--- config.mk ---
export PLATFORM = sky130hd
export DESIGN_NAME = averaging_voltmeter_display_core
export DESIGN_NICKNAME = d
export VERILOG_FILES = /design/src/rtl/avd_pkg.sv /design/src/rtl/averaging_voltmeter_display_core.sv
export VERILOG_INCLUDE_DIRS = /design/src /design/src/rtl
export SDC_FILE = /design/constraint.sdc
export NUM_CORES = 1
export LEC_CHECK = 0
export BUFFER_PORTS_ARGS = -buffer_cell sky130_fd_sc_hd__clkbuf_2
export CAP_MARGIN = 5
export CORE_MARGIN = 8
export CORE_UTILIZATION = 62
export DETAILED_ROUTE_END_ITERATION = 8
export HOLD_SLACK_MARGIN = 0.1
export PLACE_DENSITY_LB_ADDON = 0.25
export SYNTH_ARGS = -nofsm -noshare
export SYNTH_HDL_FRONTEND = slang
export SYNTH_SLANG_ARGS = --single-unit
export TNS_END_PERCENT = 100
--- constraint.sdc ---
create_clock -name clock -period 11.9 [get_ports clock]
set_input_delay 0.595 -clock clock [delete_from_list [all_inputs] [get_ports clock]]
set_output_delay 0.595 -clock clock [all_outputs]
set_load 0.01 [all_outputs]
--- src/rtl/averaging_voltmeter_display_core_defines.svh ---
// ----------------------------------------------------------------------------
// Assertion macros for the averaging voltmeter display core
// Shared immediate-free concurrent checks, clocked and reset-qualified.
// ----------------------------------------------------------------------------
`ifndef AVERAGING_VOLTMETER_DISPLAY_CORE_DEFINES_SVH
`define AVERAGING_VOLTMETER_DISPLAY_CORE_DEFINES_SVH

// Condition implies consequence in the same cycle
`define AVD_ASSERT_SAME(lbl, clk, rst, ante, cons, msg) \
   lbl: assert property (@(posedge clk) disable iff (rst) (ante) |-> (cons)) \
      else $error(msg);

// Condition implies consequence in the next cycle
`define AVD_ASSERT_NEXT(lbl, clk, rst, ante, cons, msg) \
   lbl: assert property (@(posedge clk) disable iff (rst) (ante) |=> (cons)) \
      else $error(msg);

`endif

--- src/rtl/avd_pkg.sv ---
// ----------------------------------------------------------------------------
// avd_pkg
// Constants, codes and the digit decoder of the averaging voltmeter display.
// ----------------------------------------------------------------------------
`timescale 1ns / 1ps
`default_nettype none

package avd_pkg;

   // Field widths
   localparam int unsigned SAMPLE_W   = 10;
   localparam int unsigned SEG_W      = 7;
   localparam int unsigned DIGIT_W    = 4;
   localparam int unsigned TENTHS_W   = 6;
   localparam int unsigned REQ_DATA_W = 16;
   localparam int unsigned RSP_DATA_W = 8;

   // Default group size
   localparam int unsigned SAMPLES_DEFAULT = 4;

   // Item kinds carried on req_tuser
   localparam logic MODE_SAMPLE  = 1'b0;
   localparam logic MODE_REFRESH = 1'b1;

   // Digit select codes carried on rsp_tuser
   localparam logic DIGIT_UNITS = 1'b0;
   localparam logic DIGIT_TENS  = 1'b1;

   // Scaling of the average to tenths of a volt: (avg*33+511)/1023
   localparam int unsigned SCALE_MUL = 33;
   localparam int unsigned SCALE_RND = 511;
   localparam int unsigned SCALE_DIV = 1023;
   localparam int unsigned SCALE_SHR = 10;
   localparam int unsigned SCALE_W   = 16;
   localparam int unsigned TENTHS_MAX = 33;

   typedef logic [SEG_W-1:0]   seg_type;
   typedef logic [DIGIT_W-1:0] digit_type;

   // Seven-segment pattern, bit0=a .. bit6=g, blank above nine
   function automatic seg_type digit_code(input digit_type d);
      seg_type s;
      unique case (d)
         4'd0:    s = 7'h3F;
         4'd1:    s = 7'h06;
         4'd2:    s = 7'h5B;
         4'd3:    s = 7'h4F;
         4'd4:    s = 7'h66;
         4'd5:    s = 7'h6D;
         4'd6:    s = 7'h7D;
         4'd7:    s = 7'h07;
         4'd8:    s = 7'h7F;
         4'd9:    s = 7'h6F;
         default: s = 7'h00;
      endcase
      return s;
   endfunction

endpackage

`default_nettype wire

--- src/rtl/averaging_voltmeter_display_core.sv ---
// ----------------------------------------------------------------------------
// averaging_voltmeter_display_core
// Averages converter samples in groups and drives a two-digit display.
// ----------------------------------------------------------------------------
// The core takes one beat per clock on the req_ stream while req_tready is
// high: a converter sample (req_tuser = 0) or a display refresh tick
// (req_tuser = 1). Every SAMPLES samples the group average is scaled to
// tenths of a volt (0 to 33) and held. Each refresh tick returns one rsp_
// beat with the segment pattern of one digit and which digit it is, units
// first, then alternating. Samples return nothing. Throughput is one beat per
// cycle while req_tready is high. A tick passes through the input register,
// the group accumulate, divide by SAMPLES and scale stage registers and the
// output register before its result appears on rsp_tvalid.
// A two-entry output buffer lets input flow on while a result waits;
// req_tready drops only when both entries are occupied.
`timescale 1ns / 1ps
`default_nettype none
`include "averaging_voltmeter_display_core_defines.svh"

module averaging_voltmeter_display_core #(
   parameter int unsigned SAMPLES = avd_pkg::SAMPLES_DEFAULT
) (
   input  wire logic                              clock,
   input  wire logic                              reset,
   // Request stream
   input  wire logic                              req_tvalid,
   output logic                                   req_tready,
   input  wire logic [avd_pkg::REQ_DATA_W-1:0]    req_tdata,  // [9:0] sample
   input  wire logic                              req_tuser,  // [0] mode
   // Response stream
   output logic                                   rsp_tvalid,
   input  wire logic                              rsp_tready,
   output logic [avd_pkg::RSP_DATA_W-1:0]         rsp_tdata,  // [6:0] segments
   output logic                                   rsp_tuser   // [0] digit_select
);

   // Derived widths and the reciprocal for the group divide
   localparam int unsigned CNT_W  = (SAMPLES > 2) ? $clog2(SAMPLES) : 1;
   localparam int unsigned LOG_S  = $clog2(SAMPLES);
   localparam int unsigned SUM_W  = avd_pkg::SAMPLE_W + LOG_S;
   localparam int unsigned DIV_K  = SUM_W + 4;
   localparam int unsigned DIV_M  = ((1 << DIV_K) + SAMPLES - 1) / SAMPLES;
   localparam int unsigned M_W    = DIV_K - LOG_S + 2;
   localparam int unsigned PROD_W = SUM_W + M_W;
   localparam int unsigned SW     = avd_pkg::SAMPLE_W;
   localparam int unsigned XW     = avd_pkg::SCALE_W;
   localparam int unsigned TW     = avd_pkg::TENTHS_W;
   localparam int unsigned DW     = avd_pkg::DIGIT_W;
   localparam int unsigned QW     = XW - avd_pkg::SCALE_SHR;

   logic en;

   // Input register
   logic          in_valid_ff, in_valid_in;
   logic          in_mode_ff,  in_mode_in;
   logic [SW-1:0] in_sample_ff, in_sample_in;

   // Accumulate stage
   logic [SUM_W-1:0] sum_ff, sum_in;
   logic [CNT_W-1:0] count_ff, count_in;
   logic [SUM_W-1:0] sum_add;
   logic             is_sample, is_tick, group_last;
   logic             a_done_ff, a_done_in;
   logic             a_tick_ff, a_tick_in;
   logic [SUM_W-1:0] a_sum_ff, a_sum_in;

   // Divide stage
   logic [PROD_W-1:0] div_prod;
   logic              b_done_ff, b_done_in;
   logic              b_tick_ff, b_tick_in;
   logic [SW-1:0]     b_avg_ff, b_avg_in;

   // Scale stage
   logic [XW-1:0] scale_x, scale_r;
   logic [QW-1:0] scale_q0;
   logic [QW-1:0] scale_q;
   logic          c_done_ff, c_done_in;
   logic          c_tick_ff, c_tick_in;
   logic [TW-1:0] c_scaled_ff, c_scaled_in;

   // Display stage
   logic [TW-1:0]    tenths_ff, tenths_in;
   logic             show_high_ff, show_high_in;
   logic [DW-1:0]    tens_digit, units_digit;
   logic [TW-1:0]    units_wide;
   avd_pkg::seg_type d_seg;
   logic             d_sel;
   logic             d_res;

   // Output register and skid entry
   logic             out_valid_ff, out_valid_in;
   avd_pkg::seg_type out_seg_ff, out_seg_in;
   logic             out_sel_ff, out_sel_in;
   logic             skid_valid_ff, skid_valid_in;
   avd_pkg::seg_type skid_seg_ff, skid_seg_in;
   logic             skid_sel_ff, skid_sel_in;

   // Advance the pipeline whenever the skid entry is free
   assign en         = !skid_valid_ff;
   assign req_tready = en;

   // Capture the request beat
   always_comb begin
      in_valid_in  = in_valid_ff;
      in_mode_in   = in_mode_ff;
      in_sample_in = in_sample_ff;
      if (en) begin
         in_valid_in  = req_tvalid;
         in_mode_in   = req_tuser;
         in_sample_in = req_tdata[SW-1:0];
      end
   end

   // Accumulate samples, close a group every SAMPLES samples
   assign is_sample  = in_valid_ff && (in_mode_ff == avd_pkg::MODE_SAMPLE);
   assign is_tick    = in_valid_ff && (in_mode_ff == avd_pkg::MODE_REFRESH);
   assign sum_add    = sum_ff + SUM_W'(in_sample_ff);
   assign group_last = (count_ff == CNT_W'(SAMPLES - 1));

   always_comb begin
      sum_in    = sum_ff;
      count_in  = count_ff;
      a_done_in = a_done_ff;
      a_tick_in = a_tick_ff;
      a_sum_in  = a_sum_ff;
      if (en) begin
         a_done_in = is_sample && group_last;
         a_tick_in = is_tick;
         a_sum_in  = sum_add;
         if (is_sample) begin
            if (group_last) begin
               sum_in   = '0;
               count_in = '0;
            end else begin
               sum_in   = sum_add;
               count_in = count_ff + CNT_W'(1);
            end
         end
      end
   end

   // Divide the group sum by SAMPLES through the reciprocal
   assign div_prod = PROD_W'(a_sum_ff) * PROD_W'(DIV_M);

   always_comb begin
      b_done_in = b_done_ff;
      b_tick_in = b_tick_ff;
      b_avg_in  = b_avg_ff;
      if (en) begin
         b_done_in = a_done_ff;
         b_tick_in = a_tick_ff;
         b_avg_in  = div_prod[DIV_K +: SW];
      end
   end

   // Scale to tenths: estimate by a shift, correct by one compare
   assign scale_x  = XW'(b_avg_ff) * XW'(avd_pkg::SCALE_MUL) + XW'(avd_pkg::SCALE_RND);
   assign scale_q0 = scale_x[XW-1:avd_pkg::SCALE_SHR];
   assign scale_r  = scale_x - XW'(scale_q0) * XW'(avd_pkg::SCALE_DIV);
   assign scale_q  = scale_q0 + QW'(scale_r >= XW'(avd_pkg::SCALE_DIV));

   always_comb begin
      c_done_in   = c_done_ff;
      c_tick_in   = c_tick_ff;
      c_scaled_in = c_scaled_ff;
      if (en) begin
         c_done_in   = b_done_ff;
         c_tick_in   = b_tick_ff;
         c_scaled_in = TW'(scale_q);
      end
   end

   // Split the held value into digits and pick one
   always_comb begin
      priority if (tenths_ff >= TW'(30)) tens_digit = DW'(3);
      else if (tenths_ff >= TW'(20))     tens_digit = DW'(2);
      else if (tenths_ff >= TW'(10))     tens_digit = DW'(1);
      else                               tens_digit = DW'(0);
   end

   assign units_wide  = tenths_ff - TW'(tens_digit) * TW'(10);
   assign units_digit = units_wide[DW-1:0];
   assign d_res       = en && c_tick_ff;
   assign d_sel       = show_high_ff ? avd_pkg::DIGIT_TENS : avd_pkg::DIGIT_UNITS;
   assign d_seg       = show_high_ff ? avd_pkg::digit_code(tens_digit)
                                     : avd_pkg::digit_code(units_digit);

   always_comb begin
      tenths_in    = tenths_ff;
      show_high_in = show_high_ff;
      if (en && c_done_ff) begin
         tenths_in = c_scaled_ff;
      end
      if (d_res) begin
         show_high_in = !show_high_ff;
      end
   end

   // Hold results in the output register, spill to the skid entry on stall
   always_comb begin
      out_valid_in  = out_valid_ff;
      out_seg_in    = out_seg_ff;
      out_sel_in    = out_sel_ff;
      skid_valid_in = skid_valid_ff;
      skid_seg_in   = skid_seg_ff;
      skid_sel_in   = skid_sel_ff;
      priority if (skid_valid_ff) begin
         if (rsp_tready) begin
            out_seg_in    = skid_seg_ff;
            out_sel_in    = skid_sel_ff;
            skid_valid_in = 1'b0;
         end
      end else if (d_res) begin
         if (!out_valid_ff || rsp_tready) begin
            out_valid_in = 1'b1;
            out_seg_in   = d_seg;
            out_sel_in   = d_sel;
         end else begin
            skid_valid_in = 1'b1;
            skid_seg_in   = d_seg;
            skid_sel_in   = d_sel;
         end
      end else if (rsp_tready) begin
         out_valid_in = 1'b0;
      end
   end

   assign rsp_tvalid = out_valid_ff;
   assign rsp_tdata  = avd_pkg::RSP_DATA_W'(out_seg_ff);
   assign rsp_tuser  = out_sel_ff;

   // Control registers
   always_ff @(posedge clock) begin
      if (reset) begin
         in_valid_ff   <= 1'b0;
         sum_ff        <= '0;
         count_ff      <= '0;
         a_done_ff     <= 1'b0;
         a_tick_ff     <= 1'b0;
         b_done_ff     <= 1'b0;
         b_tick_ff     <= 1'b0;
         c_done_ff     <= 1'b0;
         c_tick_ff     <= 1'b0;
         tenths_ff     <= '0;
         show_high_ff  <= 1'b0;
         out_valid_ff  <= 1'b0;
         skid_valid_ff <= 1'b0;
      end else begin
         in_valid_ff   <= in_valid_in;
         sum_ff        <= sum_in;
         count_ff      <= count_in;
         a_done_ff     <= a_done_in;
         a_tick_ff     <= a_tick_in;
         b_done_ff     <= b_done_in;
         b_tick_ff     <= b_tick_in;
         c_done_ff     <= c_done_in;
         c_tick_ff     <= c_tick_in;
         tenths_ff     <= tenths_in;
         show_high_ff  <= show_high_in;
         out_valid_ff  <= out_valid_in;
         skid_valid_ff <= skid_valid_in;
      end
   end

   // Payload registers
   always_ff @(posedge clock) begin
      in_mode_ff   <= in_mode_in;
      in_sample_ff <= in_sample_in;
      a_sum_ff     <= a_sum_in;
      b_avg_ff     <= b_avg_in;
      c_scaled_ff  <= c_scaled_in;
      out_seg_ff   <= out_seg_in;
      out_sel_ff   <= out_sel_in;
      skid_seg_ff  <= skid_seg_in;
      skid_sel_ff  <= skid_sel_in;
   end

   // Checks
   `AVD_ASSERT_SAME(a_skid_behind_out, clock, reset, skid_valid_ff, out_valid_ff, "skid entry full while output register empty")
   `AVD_ASSERT_SAME(a_count_range, clock, reset, 1'b1, count_ff <= CNT_W'(SAMPLES - 1), "sample count beyond group size")
   `AVD_ASSERT_SAME(a_tenths_range, clock, reset, 1'b1, tenths_ff <= TW'(avd_pkg::TENTHS_MAX), "scaled value above full scale")
   `AVD_ASSERT_NEXT(a_digit_toggle, clock, reset, d_res, show_high_ff != $past(show_high_ff), "digit select did not alternate after a refresh")
   `AVD_ASSERT_NEXT(a_stall_spill, clock, reset, d_res && out_valid_ff && !rsp_tready, skid_valid_ff, "stalled result not held in skid entry")

endmodule

`default_nettype wire

==> results.toml <==
[outcome]
outcome = "finished clean"

[clocking]
clockRootBuffer = "clkbuf_8"
cts_tree = "done"
clock_path_buffers = 2
postCtsSetupRepairBufs = 0
cts_max_level = 3
cts_hold_buf = 0
clkLatencyLatePin_ns = 0.36
cts_buffers = 9
clk_pin_slew_ns = 0.09
ctsResizeCount = 0
clock-sinks = 83

[die]
dieArea_um2 = 13300
start_util_pct = 63.3
die_h_um = 115
fp-row-count = 36
io_pins = 32
die_x_um = 115
core_area_um2 = 9680

[synthesis]
synthArstFlopShare_pct = 0
synth-xor-area-share_pct = 7.39
synthTopCellsByArea = "edfxtp_1, ha_1, dfxtp_1, fa_1, inv_1"
synth_compound_area_share_pct = 12.5
synthesis.instances = 591
synth-simple-area-share_pct = 10.7
syn_avg_cell_area_um2 = 10.4
synth_area_leader_cell = "edfxtp_1"
synthFlopType = "edfxtp_1"
synth-adder-area-share_pct = 25.1
synthMuxAreaShare_pct = 3.29
synth_common_cells = "ha_1, inv_1, edfxtp_1"
yosysMostFrequentCell = "ha_1"
ys_ff_latch = 83
ys_types = 66
synth_enable_flop_cells = 53
synth_area_um2 = 6130
synth_nets = 718
synth_top_area_share_pct = 26.0
yosys_warnings = 0
synth_top_family_by_area = "adder cells"
yosysSeqAreaShare_pct = 35.8

[critical_path]
path_class = "reg -> reg"
slowest_stage = "fa_1"
crit_fanout = 5
startpoint_type = "flop"
max_stage_delay_ns = 0.73
rrSetupSlack_ns = 1.95
cp_data_arrival_time_ns = 10.06
required_ns = 12.01
r2r_end = "c_scaled_ff[4]$_DFFE_PN_"
r2r_cells = 35
setup.worst_path.end_class = "flop"
path_buf_inv = 6
crit_family = "adder cells"
reg2reg_from = "b_avg_ff[2]$_DFFE_PN_"

[final_layout]
drive_gt1_share_pct = 11.1
diodes = 0
area_growth_pct = 6.88
nets = 743

[timing]
rsz0062_at_grt = "no"
slew_violations = 0
period_needed_ns = 9.95
worst_pin_slew_ns = 0.890
setup_viol = 0
slew_headroom_pct = 40.5
min_period_over_period_pct = 83.6
finClkSkew_ns = 0.0109
setup_tns_ns = 0
clock.fmax_mhz = 100
hold_violations = 0

[placed_design]
portBuffers = 24
post-dp-hpwl_mm = 8.47
gp_congestion = 0.838

[worst_hold_path]
whs_path_depth = 1
hold_path_end = "in_sample_ff[1]$_DFFE_PN_"
worstHoldStart = "req_tdata[1]"
hold_class = "in -> reg"

[global_routing]
grt_pass1_vias = 4138
grt_start_max_net_pins = 48
overflow = 0
grt_usage_pct = 17.4
grt_antenna_before_repair = 0
grt_pass1_wl_mm = 18.7

[drt]
wl_per_cell_um = 14.5
wl_mm = 10.9
drc = 0
ant_nets = 0
vias_per_cell = 5.57
drt_iter0_drc = 199
firstDrtPassIters = 4
via_count = 4197

[run]
max-cap-violations = 0
-- sequential cells by signal (all words and copies together), names as in the netlist, 2 cells and up --
signal,flops
sum_ff,12
a_sum_ff,10
b_avg_ff,10
in_sample_ff,10
out_seg_ff,7
skid_seg_ff,7
c_scaled_ff,6
tenths_ff,6
count_ff,2
-- routing by layer --
layer | wire length [um] | GRT usage [%]
met1 | 4920 | 21.3
met2 | 5510 | 30.5
met3 | 375 | 3.60
met4 | 97 | 4.64
met5 | 0 | 0
-- layout by cell type, fill, tap and decap left out, types with 15 or more instances in the layout --
cell type / count
a21oi_1: 34
clkbuf_2: 24
dfxtp_1: 30
edfxtp_1: 53
fa_1: 28
ha_1: 78
inv_1: 71
nand2_1: 22
nor2_1: 51
o21ai_0: 15
xnor2_1: 28
xor2_1: 20
-- worst max-delay path by stage --
| stage | start | to | slack (ns) | cells past startpoint |
|---|---|---|---|---|
| floorplan | b_avg_ff[2]$_DFFE_PN_ | c_scaled_ff[4]$_DFFE_PN_ | 3.20 | 36 |
| global placement | b_avg_ff[2]$_DFFE_PN_ | c_scaled_ff[4]$_DFFE_PN_ | 2.42 | 32 |
| detailed placement | b_avg_ff[2]$_DFFE_PN_ | c_scaled_ff[4]$_DFFE_PN_ | 2.17 | 35 |
| CTS | b_avg_ff[2]$_DFFE_PN_ | c_scaled_ff[4]$_DFFE_PN_ | 2.08 | 35 |
| global route | b_avg_ff[2]$_DFFE_PN_ | c_scaled_ff[4]$_DFFE_PN_ | 1.39 | 35 |
| finish | b_avg_ff[2]$_DFFE_PN_ | c_scaled_ff[4]$_DFFE_PN_ | 1.95 | 35 |
-- worst reg2reg max path, delay by kind of cell, from the launching register on --
kind / cells / cell delay [ns]
fa+ha+maj: 11 / 4.22
buf+inv: 6 / 0.62
xor+xnor: 4 / 1.07
flops: 1 / 0.45
simple gates: 4 / 0.96
compound gates: 10 / 2.38
-- logic make-up after synthesis --
kind of cell | count (synthesis)
buffers and inverters | 84
and+or+nand+nor | 136
other | 1
AOI/OAI and AO/OA | 112
xor gates and xnor gates | 50
muxes | 19
adders and majority gates | 106
DFF | 83
-- layout make-up --
class	count	area [um2]
tap	133	166
clock inverter	7	50.0
timing repair buffer	25	128
fill	760	3130
clock buffer	9	124
multi-input combinational	424	3620
inverter	73	274
sequential	83	2190
-- metrics by stage --
stage | util (%) | std cells | worst slack, ns | area, um2 | hold WS [ns]
3_5_place_dp | 65.9 | 738 | 2.17 | 6380 | 0.406
5_1_grt | 67.7 | 754 | 1.39 | 6550 | 0.384
4_1_cts | 67.7 | 754 | 2.08 | 6550 | 0.394
2_1_floorplan | - | 591 | 3.20 | 6130 | 0.400
6_report | 67.7 | 754 | 1.95 | 6550 | 0.405
3_3_place_gp | 65.9 | 738 | 2.42 | 6380 | 0.401
Power is not shown: default switching activity piles up to over one toggle a cycle in this logic, so the estimate is an artifact.
